File: config.mk
export PLATFORM = sky130hd
export DESIGN_NAME = fcm_cfg
export DESIGN_NICKNAME = d
export VERILOG_FILES = /design/src/rtl/fcm_pkg.sv /design/src/rtl/fcm_cfg.sv
export SDC_FILE = /design/constraint.sdc
export NUM_CORES = 1
export LEC_CHECK = 0
export BUFFER_PORTS_ARGS = -buffer_cell sky130_fd_sc_hd__buf_2
export CAP_MARGIN = 5
export CELL_PAD_IN_SITES_DETAIL_PLACEMENT = 0
export CELL_PAD_IN_SITES_GLOBAL_PLACEMENT = 1
export CORE_MARGIN = 1
export CORE_UTILIZATION = 43
export CTS_BUF_LIST = sky130_fd_sc_hd__clkbuf_8
export DETAILED_ROUTE_END_ITERATION = 16
export PLACE_DENSITY_LB_ADDON = 0.1
export SETUP_SLACK_MARGIN = 0.2
export SLEW_MARGIN = 20
export SYNTH_ARGS = -nofsm -noshare
export SYNTH_HDL_FRONTEND = slang
export SYNTH_SLANG_ARGS = --single-unit
export TNS_END_PERCENT = 100
File: constraint.sdc
create_clock -name clk -period 1 [get_ports clk]
set_clock_uncertainty 0.05 [all_clocks]
set_input_delay 0.15 -clock clk [delete_from_list [all_inputs] [get_ports clk]]
set_output_delay 0.15 -clock clk [all_outputs]
set_load 0.05 [all_outputs]
File: src/rtl/fcm_pkg.sv
// Package for the frequency channel monitor.
// Holds field widths, status and register index codes, reset values and shared structs.
// No dependencies.
package fcm_pkg;

	localparam int unsigned PULSE_W        = 24;
	localparam int unsigned TAG_W          = 4;
	localparam int unsigned VAL_W          = 32;
	localparam int unsigned ST_W           = 2;
	localparam int unsigned DB_W           = 31;
	localparam int unsigned CFG_IDX_W      = 3;
	localparam int unsigned CFG_DATA_W     = 32;
	localparam int unsigned IN_TDATA_W     = 32;
	localparam int unsigned OUT_TDATA_W    = 40;
	localparam int unsigned COUNT_BITS_DEF = 24;
	localparam int unsigned ROUND_SHIFT    = 8;

	typedef enum logic [ST_W-1:0] {
		ST_OK    = 2'd0,
		ST_WARN  = 2'd1,
		ST_ALARM = 2'd2,
		ST_MASK  = 2'd3
	} status_t;

	typedef enum logic [CFG_IDX_W-1:0] {
		REG_GAIN       = 3'd0,
		REG_OFFSET     = 3'd1,
		REG_WARN_LOW   = 3'd2,
		REG_WARN_HIGH  = 3'd3,
		REG_ALARM_LOW  = 3'd4,
		REG_ALARM_HIGH = 3'd5,
		REG_DEADBAND   = 3'd6,
		REG_MASKED     = 3'd7
	} cfg_idx_t;

	localparam logic signed [VAL_W-1:0] WARN_LOW_RST   = 32'sd1310720;
	localparam logic signed [VAL_W-1:0] WARN_HIGH_RST  = 32'sd2621440;
	localparam logic signed [VAL_W-1:0] ALARM_LOW_RST  = 32'sd983040;
	localparam logic signed [VAL_W-1:0] ALARM_HIGH_RST = 32'sd2949120;
	localparam logic [DB_W-1:0]         DEADBAND_RST   = 31'd65536;
	localparam logic signed [VAL_W-1:0] REPORTED_RST   = 32'sh00FF_0000;

	typedef struct packed {
		logic signed [VAL_W-1:0] gain;
		logic signed [VAL_W-1:0] offset;
		logic signed [VAL_W-1:0] warn_low;
		logic signed [VAL_W-1:0] warn_high;
		logic signed [VAL_W-1:0] alarm_low;
		logic signed [VAL_W-1:0] alarm_high;
		logic [DB_W-1:0]         deadband;
		logic                    masked;
	} cfg_t;

	typedef struct packed {
		logic                    valid;
		logic [TAG_W-1:0]        tag;
		logic signed [VAL_W-1:0] value;
	} val_t;

endpackage

File: src/rtl/fcm_cfg.sv
// Configuration register file of the frequency channel monitor.
// Depends on fcm_pkg for the register index codes, reset values and cfg_t.
module fcm_cfg (
	input  logic                               clk,
	input  logic                               arst_n,
	input  logic                               cfg_valid,
	output logic                               cfg_ready,
	input  logic [fcm_pkg::CFG_IDX_W-1:0]      cfg_index,
	input  logic [fcm_pkg::CFG_DATA_W-1:0]     cfg_data,
	output fcm_pkg::cfg_t                      cfg
);
	import fcm_pkg::*;

	cfg_t cfg_q;

	assign cfg_ready = 1'b1;
	assign cfg       = cfg_q;

	always_ff @(posedge clk or negedge arst_n) begin
		if (!arst_n) begin
			cfg_q.gain       <= '0;
			cfg_q.offset     <= '0;
			cfg_q.warn_low   <= WARN_LOW_RST;
			cfg_q.warn_high  <= WARN_HIGH_RST;
			cfg_q.alarm_low  <= ALARM_LOW_RST;
			cfg_q.alarm_high <= ALARM_HIGH_RST;
			cfg_q.deadband   <= DEADBAND_RST;
			cfg_q.masked     <= 1'b0;
		end else if (cfg_valid) begin
			case (cfg_idx_t'(cfg_index))
				REG_GAIN:       cfg_q.gain       <= $signed(cfg_data);
				REG_OFFSET:     cfg_q.offset     <= $signed(cfg_data);
				REG_WARN_LOW:   cfg_q.warn_low   <= $signed(cfg_data);
				REG_WARN_HIGH:  cfg_q.warn_high  <= $signed(cfg_data);
				REG_ALARM_LOW:  cfg_q.alarm_low  <= $signed(cfg_data);
				REG_ALARM_HIGH: cfg_q.alarm_high <= $signed(cfg_data);
				REG_DEADBAND:   cfg_q.deadband   <= cfg_data[DB_W-1:0];
				REG_MASKED:     cfg_q.masked     <= cfg_data[0];
				default: ;
			endcase
		end
	end

endmodule

==> results.py <==
metrics = {
    "routing": {
        "drc": 0,
        "via_per_inst": 4.91,
        "dr.pass1.iters": 4,
        "wl_per_cell_um": 23.4,
        "ant_nets": 0,
        "routed_wl_um": 29800,
        "vias": 6265,
        "drtIter0Drc": 249,
    },
    "run_status": {
        "status": "finished, violations left",
        "violations": "negative setup slack",
    },
    "pwr": {
        "sw_frac_of_total_pct": 39.3,
        "p_total_mw": 39.4,
        "power.density_mw_per_mm2": 2510,
        "p_seq_share_pct": 32.8,
        "power_leakage_nw": 7.79,
        "peakVddDrop_uv": 1610,
        "pwr-share-clk_pct": 20.6,
        "internal-power_mw": 23.9,
        "switchingPower_mw": 15.5,
        "comb_power_share_pct": 46.6,
    },
    "final_layout": {
        "largest_register_ffs": 224,
        "multi_input_area_mm2": 0.00339,
        "antenna_cells": 0,
        "seqCellArea_mm2": 0.00562,
        "final_area_mm2": 0.0157,
        "mostFrequentLayoutCells": "buf_6 (287), dfrtp_1 (209), mux2_4 (195), buf_4 (75), clkbuf_8 (51)",
        "fin_nets": 1028,
        "final.fill_count": 980,
        "layout_commonest_cell": "buf_6",
        "drive_gt1_share_pct": 74.6,
        "syn2layout_area_growth_pct": 85.5,
    },
    "sta": {
        "final_max_slew_viol_count": 0,
        "max_freq_ghz": 0.692,
        "fin_crit_ns": 1.45,
        "setup_ws_ns": -0.445,
        "period_share_pct": 145,
        "rsz0062_at_grt": "true",
        "finalSetupViolCount": 341,
        "hold_viol_final": 0,
    },
    "worst_hold_path": {
        "hp-class": "in -> async",
    },
    "die": {
        "dieArea_mm2": 0.0202,
        "core-area_mm2": 0.0190,
        "num_io_pins": 263,
        "start_util_pct": 44.5,
        "rows": 50,
        "die-width_um": 142,
        "dieHeight_um": 142,
    },
    "cts": {
        "ctsLongestPathBuffers": 3,
        "clkSinkCount": 224,
        "root_buffer": "clkbuf_8",
        "cts_tree": "done",
        "htree_num_levels": 2,
        "cts.reportedPaths.clkPinSlew_ns": 0.06,
        "insertion_delay_ns": 0.52,
        "cts-buffers-inserted": 38,
    },
    "setup_path": {
        "cp-end-kind": "primary output",
        "ff2ff_path_depth": 3,
        "start_kind": "flip-flop",
        "worst_ep_required_time_ns": 0.80,
        "cp_slowest_stage_delay_ns": 0.56,
        "critPathMaxFanout": 2,
        "r2r_slack_ns": -0.08,
        "critical-path-slowest-cell": "dfstp_2",
        "r2r_start": "cfg[165]",
        "crit_family": "flip-flops",
        "crit_type": "reg -> out",
        "timing.rr.end": "cfg[165]",
        "worstPathBufferInverterCount": 1,
        "arrival_ns": 1.25,
        "cp_cell_sequence": "buf_8",
    },
    "grt": {
        "grt_pass1_vias": 6799,
        "grt_antenna_before_repair": 0,
        "grt_max_degree": 71,
        "grt_pass1_wl_um": 40900,
        "grt_util_all_layers_pct": 27.2,
        "overflow": 0,
    },
    "logic_synthesis": {
        "seq_area_frac_synth_pct": 66.5,
        "ys_seq_elements": 224,
        "synth.cell_area_mm2": 0.00846,
        "synth_cells": 486,
        "syn-mean-instance-area_um2": 17.4,
        "yosysUniqueCellTypes": 13,
        "ys_warn_count": 0,
        "syn_nets": 524,
    },
    "placement": {
        "gp_congestion": 0.761,
        "dp_hpwl_um": 14800,
        "placed_cell_area_mm2": 0.0106,
        "port_buffers": 261,
    },
    "flow_run": {
        "cap_violations": 0,
    },
}
## through the flow
| step | TNS [ns] | cells | setup WS (ns) | hold WS, ns | utilization (%) |
|---|---|---|---|---|---|
| floorplan | -61.54 | 486 | -0.368 | -0.196 | - |
| global placement | -106.43 | 1009 | -0.564 | -0.0464 | 55.8 |
| detailed placement | -112.11 | 1009 | -0.590 | -0.0451 | 55.8 |
| CTS | -69.74 | 1193 | -0.460 | -0.0146 | 76.7 |
| global route | -78.33 | 1275 | -0.482 | 0.00143 | 82.5 |
| finish | -68.59 | 1275 | -0.445 | 0.00620 | 82.5 |
## final cells by class
| class | count | area share (%) |
|---|---|---|
| flip-flops and latches | 224 | 35.8 |
| well taps | 260 | 2.07 |
| clock buffers | 50 | 4.39 |
| multi-input cells | 233 | 21.6 |
| repair buffers | 493 | 35.7 |
| clock inverters | 15 | 0.391 |
## cell families (layout without fill, tap and decap cells)
| kind of cell | Yosys count | count (layout) | synth area share (%) |
|---|---|---|---|
| multiplexers | 224 | 224 | 29.8 |
| flip-flops | 224 | 224 | 66.5 |
| buffers and inverters | 29 | 558 | 2.63 |
| AND/OR/NAND/NOR | 8 | 8 | 1.02 |
| other | 1 | 1 | 0.0443 |
## cell usage after synthesis
master / instances / area [um^2]
buf_2: 15 / 75.1
buf_4: 1 / 7.51
buf_6: 12 / 135
clkbuf_2: 1 / 5.00
conb_1: 1 / 3.75
dfrtp_1: 211 / 5280
dfstp_2: 13 / 342
mux2_1: 12 / 135
mux2_2: 212 / 2390
nand4_1: 1 / 6.26
nand4b_1: 3 / 26.3
nor4b_4: 1 / 23.8
nor4bb_1: 3 / 30.0
## worst max-delay path by stage
stage                            start       end  cells after the start
after detailed placement  cfg_index[0]  cfg[212]                      6
after CTS                      cfg[80]   cfg[80]                      1
after floorplan           cfg_index[2]  cfg[192]                      4
final                          cfg[53]   cfg[53]                      1
after global placement    cfg_index[0]  cfg[210]                      6
after global routing           cfg[80]   cfg[80]                      1
## repair_timing
item | in CTS | in global routing
gates cloned | 14 | 6
gates resized for setup | 605 | 113
pin swaps | 6 | 2
endpoints found under the setup margin | 448 | 482
hold buffers | 33 | 0
hold endpoints to repair | 448 | 0
buffers inserted | 72 | 76
## power groups by stage
stage / combinational (mW) / clock, mW / sequential [mW]
final: 18.4 / 8.13 / 12.9
after global routing: 19.0 / 8.70 / 13.1
after CTS: 16.7 / 8.23 / 12.7
after detailed placement: 12.7 / 0 / 12.3
after global placement: 12.6 / 0 / 12.3
after floorplan: 2.35 / 0 / 19.4
## routing by layer
layer / GRT usage, % / up-vias / routed length, um
met2: 43.4 / 225 / 14700
met1: 35.4 / 3254 / 12500
met5: 0 / - / 0
li1: - / 2742 / -
met4: 8.04 / 0 / 623
met3: 8.61 / 44 / 1950
Note: power is estimated with default switching activity, not from simulation.
