### src/rtl/fcm_pkg.sv
// Package for the frequency channel monitor.
// Holds field widths, status and register index codes, reset values and shared structs.
// No dependencies.
package fcm_pkg;

	localparam int unsigned PULSE_W        = 24;
	localparam int unsigned TAG_W          = 4;
	localparam int unsigned VAL_W          = 32;
	localparam int unsigned ST_W           = 2;
	localparam int unsigned DB_W           = 31;
	localparam int unsigned CFG_IDX_W      = 3;
	localparam int unsigned CFG_DATA_W     = 32;
	localparam int unsigned IN_TDATA_W     = 32;
	localparam int unsigned OUT_TDATA_W    = 40;
	localparam int unsigned COUNT_BITS_DEF = 24;
	localparam int unsigned ROUND_SHIFT    = 8;

	typedef enum logic [ST_W-1:0] {
		ST_OK    = 2'd0,
		ST_WARN  = 2'd1,
		ST_ALARM = 2'd2,
		ST_MASK  = 2'd3
	} status_t;

	typedef enum logic [CFG_IDX_W-1:0] {
		REG_GAIN       = 3'd0,
		REG_OFFSET     = 3'd1,
		REG_WARN_LOW   = 3'd2,
		REG_WARN_HIGH  = 3'd3,
		REG_ALARM_LOW  = 3'd4,
		REG_ALARM_HIGH = 3'd5,
		REG_DEADBAND   = 3'd6,
		REG_MASKED     = 3'd7
	} cfg_idx_t;

	localparam logic signed [VAL_W-1:0] WARN_LOW_RST   = 32'sd1310720;
	localparam logic signed [VAL_W-1:0] WARN_HIGH_RST  = 32'sd2621440;
	localparam logic signed [VAL_W-1:0] ALARM_LOW_RST  = 32'sd983040;
	localparam logic signed [VAL_W-1:0] ALARM_HIGH_RST = 32'sd2949120;
	localparam logic [DB_W-1:0]         DEADBAND_RST   = 31'd65536;
	localparam logic signed [VAL_W-1:0] REPORTED_RST   = 32'sh00FF_0000;

	typedef struct packed {
		logic signed [VAL_W-1:0] gain;
		logic signed [VAL_W-1:0] offset;
		logic signed [VAL_W-1:0] warn_low;
		logic signed [VAL_W-1:0] warn_high;
		logic signed [VAL_W-1:0] alarm_low;
		logic signed [VAL_W-1:0] alarm_high;
		logic [DB_W-1:0]         deadband;
		logic                    masked;
	} cfg_t;

	typedef struct packed {
		logic                    valid;
		logic [TAG_W-1:0]        tag;
		logic signed [VAL_W-1:0] value;
	} val_t;

endpackage

### src/rtl/fcm_report.sv
// Classification, report decision and output register of the frequency channel monitor.
// Depends on fcm_pkg for status codes, cfg_t and val_t.
module fcm_report (
	input  logic                              clk,
	input  logic                              arst_n,
	input  fcm_pkg::val_t                     val,
	output logic                              val_ready,
	input  fcm_pkg::cfg_t                     cfg,
	output logic                              rep_valid,
	input  logic                              rep_ready,
	output logic [fcm_pkg::TAG_W-1:0]         rep_tag,
	output logic signed [fcm_pkg::VAL_W-1:0]  rep_value,
	output fcm_pkg::status_t                  rep_status,
	output logic                              rep_last
);
	import fcm_pkg::*;

	status_t                 status_now_q;
	logic signed [VAL_W-1:0] reported_q;
	logic                    rep_valid_q;
	logic [TAG_W-1:0]        rep_tag_q;
	logic signed [VAL_W-1:0] rep_value_q;
	status_t                 rep_status_q;

	status_t                 cls;
	status_t                 new_st;
	logic                    chg;
	logic                    beyond;
	logic                    emit;
	logic                    adv;
	logic signed [VAL_W:0]   diff;
	logic [VAL_W:0]          mag;

	assign adv       = !rep_valid_q || rep_ready;
	assign val_ready = adv;

	always_comb begin
		cls = ST_OK;
		if (val.value > cfg.warn_high || val.value < cfg.warn_low) begin
			if (val.value > cfg.alarm_high || val.value < cfg.alarm_low) begin
				cls = ST_ALARM;
			end else begin
				cls = ST_WARN;
			end
		end
		new_st = cfg.masked ? ST_MASK : cls;
		chg    = (new_st != status_now_q);
		diff   = $signed({val.value[VAL_W-1], val.value})
			- $signed({reported_q[VAL_W-1], reported_q});
		mag    = diff[VAL_W] ? (VAL_W+1)'(-diff) : diff;
		beyond = !chg && (mag > {2'b00, cfg.deadband});
		emit   = chg || beyond;
	end

	always_ff @(posedge clk or negedge arst_n) begin
		if (!arst_n) begin
			status_now_q <= ST_OK;
			reported_q   <= REPORTED_RST;
			rep_valid_q  <= 1'b0;
		end else if (adv) begin
			rep_valid_q <= val.valid && emit;
			if (val.valid) begin
				status_now_q <= new_st;
				if (emit) begin
					reported_q <= val.value;
				end
			end
		end
	end

	always_ff @(posedge clk) begin
		if (adv) begin
			rep_tag_q    <= val.tag;
			rep_value_q  <= val.value;
			rep_status_q <= new_st;
		end
	end

	assign rep_valid  = rep_valid_q;
	assign rep_tag    = rep_tag_q;
	assign rep_value  = rep_value_q;
	assign rep_status = rep_status_q;
	assign rep_last   = 1'b1;

endmodule

### config.mk
export PLATFORM = sky130hd
export DESIGN_NAME = fcm_report
export DESIGN_NICKNAME = d
export VERILOG_FILES = /design/src/rtl/fcm_pkg.sv /design/src/rtl/fcm_report.sv
export SDC_FILE = /design/constraint.sdc
export NUM_CORES = 1
export LEC_CHECK = 0
export BUFFER_PORTS_ARGS = -buffer_cell sky130_fd_sc_hd__buf_4
export CAP_MARGIN = 20
export CORE_MARGIN = 8
export CORE_UTILIZATION = 35
export CTS_CLUSTER_DIAMETER = 100
export DETAILED_ROUTE_END_ITERATION = 16
export PLACE_DENSITY = 0.65
export SYNTH_ARGS = -nofsm -noshare
export SYNTH_HDL_FRONTEND = slang
export SYNTH_SLANG_ARGS = --single-unit
### constraint.sdc
create_clock -name clk -period 6.1 [get_ports clk]
set_input_delay 0.305 -clock clk [delete_from_list [all_inputs] [get_ports clk]]
set_output_delay 0.305 -clock clk [all_outputs]
set_load 0.005 [all_outputs]
==> metrics.cfg, run 1 <==
[sta]
fin_crit_sh=0.9449
layout_setup_ws_ps=336.2
skew_ps=9.783
hold_viol=0
final.min_clock_period_ps=5764
worst_slew_pin_slew_ps=821.3
maxSlewViolCount=0
fin_hold_ws_ps=131.3
slew_headroom=0.4383
setup_viol=0
fmax_mhz=173.5

[pwr]
p_int_w=0.003027
p_sw_w=0.002508
power_switching_share=0.4531
powerDensity_nw_per_um2=449.3
leakagePower_nw=6.397
ir_worst_vdd_uv=197.0
combPwrFrac=0.754
p_clk_frac=0.101
p_total_w=0.005535
pwr-share-seq=0.146

[global_routing]
grt.total_usage=0.1726
grt_pass1_wl_mm=45.86
grt-ovfl-total=0
antenna_found_initial=0
grt_pass1_vias=8946
grt_start_max_net_pins=42

[outcome]
outcome=finished clean

[placed_design]
portBuffers=239
dp_hpwl_mm=24.41
gp_congestion=0.8540
place_ws_ps=90.83

[clock_network]
cts.clk_slew.worst_paths_ps=70
clockBufferDepth=2
cts_tree=done
cts.sinks=73
cts_buffers=9
h-tree-depth=3
clk_latency_ps=340
cts_root_buffer=clkbuf_16

[drt]
wire_per_inst_um=16.72
drt_iter0_markers=253
antenna_left=0
drc=0
vias_per_cell=5.001
num_vias=8651
first_pass_iters=4
finalWirelength_mm=28.93

[synth]
yosys_register_bits=73
synth.avg_cell_area_sq_um=8.513
yosys_warnings=0
synth-main-ff-cell=edfxtp_1
async_flop_share=0.4795
synth_area_sq_um=9458
ys_seq_area_frac=0.2143
syn_inst=1111
syn_nets=1566
post_synth_num_cell_types=78
synth_edf_count=38

[critical_path]
cp_max_fo=17
crit_buf_inv=5
end_kind=register
r2r_setup_slack_ps=340
max_stage_delay_ps=390
cpMostUsedCell=buf_12
worst-endpoint-required_ps=6330
path_delay_family=compound AO/OA/AOI/OAI gates
path_class=reg2reg
cp.arrival_ps=6000
cp-start-kind=register
slowest_stage=fa_1

[layout]
final_cell_mix=buf_4, inv_1, ha_1, a21oi_1, nand2_1
nets=1839
layout_commonest_cell=buf_4
drive_gt1_frac=0.2685
utilization=0.4610
n_antenna_cell=0
syn2layout_area_growth_pct=30.26

[die]
rows=60
die_h_um=180.4
initial_core_util=0.3539
die_area_sq_um=32540
fp.dieW_um=180.4
io_pins=305
core_sq_um=26730

[min_path]
hp-class=in2reg

[run]
max_cap_violations=0

## layer usage
metal  wire length (um)  track usage  share of wire
met1              13190       0.2106           0.46
met5                  0            0              0
met4                363      0.04299          0.013
met2              13690       0.2980           0.47
met3               1689      0.04476          0.058
## through the flow
stage	std cells	setup TNS, ps	instance area [sq um]
2_1_floorplan	1111	0	9458
3_3_place_gp	1709	0	11880
3_5_place_dp	1709	0	11880
4_1_cts	1726	0	12190
5_1_grt	1730	-111.9	12320
6_report	1730	0	12320
## worst register-to-register path: cells and delay by family, from the launching register on
| family | cells | cell delay [ps] |
|---|---|---|
| AOI/OAI and AO/OA | 13 | 2320 |
| xor gates and xnor gates | 1 | 150 |
| adders and majority gates | 3 | 890 |
| buffers and inverters | 5 | 770 |
| DFF | 1 | 380 |
| muxes | 1 | 350 |
| and+or+nand+nor | 6 | 800 |
## power groups by stage
stage | clock (W) | sequential, W | combinational, W
after detailed placement | 0 | 0.000817 | 0.00399
after CTS | 0.000573 | 0.000808 | 0.00400
after global placement | 0 | 0.000811 | 0.00389
after global routing | 0.000591 | 0.000829 | 0.00466
after floorplan | 0 | 0.000802 | 0.00292
final | 0.000556 | 0.000808 | 0.00417
## area by class of cell
type	count	area, sq um
Clock inverter	7	76.32
Multi-Input combinational cell	818	6631
Clock buffer	9	225.2
Inverter	200	750.7
Tap cell	341	426.7
Fill cell	2655	14410
Timing Repair Buffer	282	2182
Sequential cell	73	2027
## kinds of logic (layout without fill, tap and decap cells)
family / after synthesis / count (layout) / synth area share
XOR/XNOR: 56 / 56 / 0.05186
flip-flops: 73 / 73 / 0.2143
buffers and inverters: 220 / 498 / 0.09168
multiplexers: 39 / 39 / 0.05689
other: 1 / 1 / 0.0003965
adder cells (fa/ha/maj): 191 / 191 / 0.2535
AND/OR/NAND/NOR: 279 / 279 / 0.1543
AO/OA/AOI/OAI: 252 / 252 / 0.1771
## registers in the layout (all words and copies together), names as in the netlist
name,count
rep_status,2
status_now_q,2
reported_q,32
rep_tag,4
rep_value,32
rep_valid,1
## worst paths after layout
path                            cells past startpoint              to     startpoint
worst max register to register                     29   reported_q[0]  reported_q[0]
min in group asynchronous                           2   reported_q[2]         arst_n
max in group asynchronous                           2  reported_q[23]         arst_n
worst min-delay path                                1      rep_tag[2]        val[34]
worst max-delay path                               29   reported_q[0]  reported_q[0]
worst min register to register                      1   reported_q[2]  reported_q[2]
## timing repair
action,in CTS,in global routing
setup endpoints to repair,0,33
hold endpoints to repair,27,0
gates resized for setup,0,15
hold buffers,1,0
buffers inserted,0,2
## Yosys cell counts, types with 3 or more instances
| cell | instances | area, sq um |
|---|---|---|
| nor3b_1 | 3 | 22.52 |
| ha_1 | 190 | 2377 |
| buf_2 | 6 | 30.03 |
| nor2_1 | 54 | 202.7 |
| nand3_1 | 26 | 130.1 |
| a21o_1 | 31 | 232.7 |
| edfxtp_1 | 38 | 1141 |
| xor2_1 | 22 | 192.7 |
| nor2b_1 | 5 | 31.28 |
| o211ai_1 | 11 | 82.58 |
| inv_1 | 200 | 750.7 |
| dfstp_2 | 8 | 210.2 |
| a21oi_1 | 77 | 385.4 |
| o21a_1 | 8 | 60.06 |
| or2_2 | 6 | 37.54 |
| a31oi_1 | 11 | 68.82 |
| buf_6 | 4 | 45.04 |
| nand4_1 | 35 | 219.0 |
| xnor2_1 | 34 | 297.8 |
| nand2b_1 | 19 | 118.9 |
| or3_1 | 4 | 25.02 |
| and2_1 | 5 | 31.28 |
| o31ai_1 | 5 | 37.54 |
| clkbuf_1 | 9 | 33.78 |
| a211oi_1 | 16 | 120.1 |
| mux2i_1 | 5 | 50.05 |
| mux2_4 | 28 | 420.4 |
| dfrtp_1 | 27 | 675.7 |
| nor4_1 | 10 | 62.56 |
| or2_1 | 4 | 25.02 |
| nand2_1 | 68 | 255.2 |
| o21ai_1 | 7 | 35.03 |
| and3_1 | 9 | 56.30 |
| o2111ai_1 | 3 | 26.28 |
| mux2_2 | 6 | 67.56 |
| a221o_1 | 3 | 30.03 |
| nor3_1 | 14 | 70.07 |
| o21ai_0 | 46 | 230.2 |
| a21oi_2 | 3 | 26.28 |
| nand3b_1 | 3 | 22.52 |
No activity file was read; power rests on OpenSTA's default activity.
==> run 2: changes to the inputs <==
--- a/config.mk
+++ b/config.mk
@@ -7,11 +7,13 @@
 export LEC_CHECK = 0
 export BUFFER_PORTS_ARGS = -buffer_cell sky130_fd_sc_hd__buf_4
 export CAP_MARGIN = 20
+export CORE_ASPECT_RATIO = 0.75
 export CORE_MARGIN = 8
 export CORE_UTILIZATION = 35
 export CTS_CLUSTER_DIAMETER = 100
 export DETAILED_ROUTE_END_ITERATION = 16
 export PLACE_DENSITY = 0.65
+export SETUP_SLACK_MARGIN = 0.05
 export SYNTH_ARGS = -nofsm -noshare
 export SYNTH_HDL_FRONTEND = slang
 export SYNTH_SLANG_ARGS = --single-unit
==> metrics.cfg, run 2 (synthesis results as in run 1) <==
[outcome]
outcome=finished clean

[layout]
seq_area_sq_um=2027  ; unchanged
n_antenna_cell=0  ; unchanged
utilization=0.4639  ; +0.002964
fillers=2659  ; +0.15%
final_cells=1753  ; +1.3%
layout_commonest_cell=buf_4
nets=1852  ; +0.71%
drive_gt1_frac=0.2782  ; +0.009636
syn2layout_area_growth_pct=31.49
multi_input_area_sq_um=6641  ; +0.15%
final_cell_mix=buf_4, inv_1, ha_1, a21oi_1, nand2_1

[clock_network]
cts_root_buffer=clkbuf_16
cts.sinks=73  ; unchanged
clk_latency_ps=350  ; about the same
cts.clk_slew.worst_paths_ps=70  ; about the same
cts_tree=done
h-tree-depth=3  ; unchanged
cts_buffers=9  ; unchanged
clockBufferDepth=2  ; unchanged

[sta]
totalNegativeSetupSlack_ps=0  ; unchanged
final.min_clock_period_ps=5666  ; -97.93 ps
setup_viol=0  ; unchanged
fin_hold_ws_ps=139.4  ; +8.059 ps
skew_ps=12.61  ; +2.829 ps
slew_headroom=0.5134  ; +0.07511
fin_crit_sh=0.9288  ; -0.01605
worst_slew_pin_slew_ps=722.2  ; -99.06 ps
hold_viol=0  ; unchanged
fmax_mhz=176.5  ; +1.7%
rsz0062_at_grt=false
maxSlewViolCount=0  ; unchanged

[drt]
drc=0  ; unchanged
num_vias=8808  ; +1.8%
antenna_left=0  ; unchanged
wire_per_inst_um=16.79  ; +0.42%
vias_per_cell=5.025  ; +0.48%
finalWirelength_mm=29.44  ; +1.8%
first_pass_iters=4  ; unchanged
drt_iter0_markers=325  ; +28%

[die]
io_pins=305  ; unchanged
fp.dieW_um=205.8  ; +14%
core_sq_um=26810  ; +0.30%
initial_core_util=0.3528  ; -0.001057
die_area_sq_um=32590  ; +0.17%
die_h_um=158.4  ; -12%
rows=52  ; -13%

[pwr]
power_switching_share=0.4476  ; -0.005493
ir_worst_vdd_uv=219.3  ; +11%
p_sw_w=0.002518  ; +0.38%
p_clk_frac=0.093  ; -0.008
p_int_w=0.003107  ; +2.6%
leakagePower_nw=6.465  ; +1.1%
pwr-share-seq=0.144  ; -0.002
p_total_w=0.005625  ; +1.6%
combPwrFrac=0.764  ; +0.010
powerDensity_nw_per_um2=452.3  ; +0.66%

[critical_path]
path_delay_family=compound AO/OA/AOI/OAI gates
cp_max_fo=7  ; -10
max_stage_delay_ps=540  ; +150 ps
crit_buf_inv=3  ; -2
path_class=reg2reg
cp-start-kind=register
end_kind=register
cp.arrival_ps=5890  ; -110 ps
cp_num_cells=26  ; -10%
slowest_stage=dfstp_2
worst-endpoint-required_ps=6330  ; about the same
ff2ff_path_depth=26  ; -10%

[min_path]
whs_path_depth=1  ; unchanged
hp-class=in2reg

[placed_design]
gp_congestion=0.8514  ; -0.30%
dp_hpwl_mm=24.46  ; +0.18%
portBuffers=239  ; unchanged
dp.cells=1727  ; +1.1%

[global_routing]
antenna_found_initial=0  ; unchanged
grt-ovfl-total=0  ; unchanged
use_met1=0.2304  ; +0.01985
use_met2=0.2702  ; -0.02782
grt.total_usage=0.1712  ; -0.001465
grt_pass1_wl_mm=44.41  ; -3.2%
top_usage_layer=met2
grt_start_max_net_pins=42  ; unchanged
grtUsageMet3=0.04941  ; +0.004652
grt_pass1_vias=8725  ; -2.5%

[run]
max_cap_violations=0  ; unchanged

[run 2: repair_timing]
item                                    4_1_cts  5_1_grt
hold endpoints to repair                     27        0
setup buffers                                 0        6
hold buffers                                  1        0
endpoints found under the setup margin        0       33
resized for setup                             0       21
[run 2: final timing paths]
check	start	to	slack (ps)
max	reported_q[16]	reported_q[31]	430
min	val[32]	rep_tag[0]	140
max reg2reg	reported_q[16]	reported_q[31]	430
min reg2reg	reported_q[8]	reported_q[8]	510
max in group asynchronous	arst_n	reported_q[18]	5280
min in group asynchronous	arst_n	reported_q[29]	450
[run 2: metal layers]
layer | wire [um] | vias up | share of wire
met2 | 13010 | 205 | 0.44
met1 | 14010 | 4068 | 0.48
met4 | 296 | 0 | 0.010
li1 | - | 4511 | -
met5 | 0 | - | 0
met3 | 2123 | 24 | 0.072
[run 2: layout make-up]
class / count / area share
sequential: 73 / 0.1630
clock buffer: 12 / 0.02073
multi-input combinational: 818 / 0.5341
tap: 351 / 0.03532
inverter: 200 / 0.06037
clock inverter: 4 / 0.002113
timing repair buffer: 295 / 0.1844
[run 2: metrics by stage]
step | cell area (sq um) | setup slack [ps]
after floorplan | 9458 | 587.2
after global placement | 11950 | 123.1
after CTS | 12240 | 82.29
after detailed placement | 11950 | 18.93
final | 12440 | 434.1
after global routing | 12440 | 16.83
[run 2: power by group through the flow]
| stage | Combinational [W] | Clock [W] | Sequential [W] |
|---|---|---|---|
| finish | 0.00429 | 0.000522 | 0.000808 |
| detailed placement | 0.00403 | 0 | 0.000813 |
| global route | 0.00478 | 0.000560 | 0.000829 |
| CTS | 0.00405 | 0.000540 | 0.000808 |
| global placement | 0.00394 | 0 | 0.000809 |
| floorplan | 0.00292 | 0 | 0.000802 |
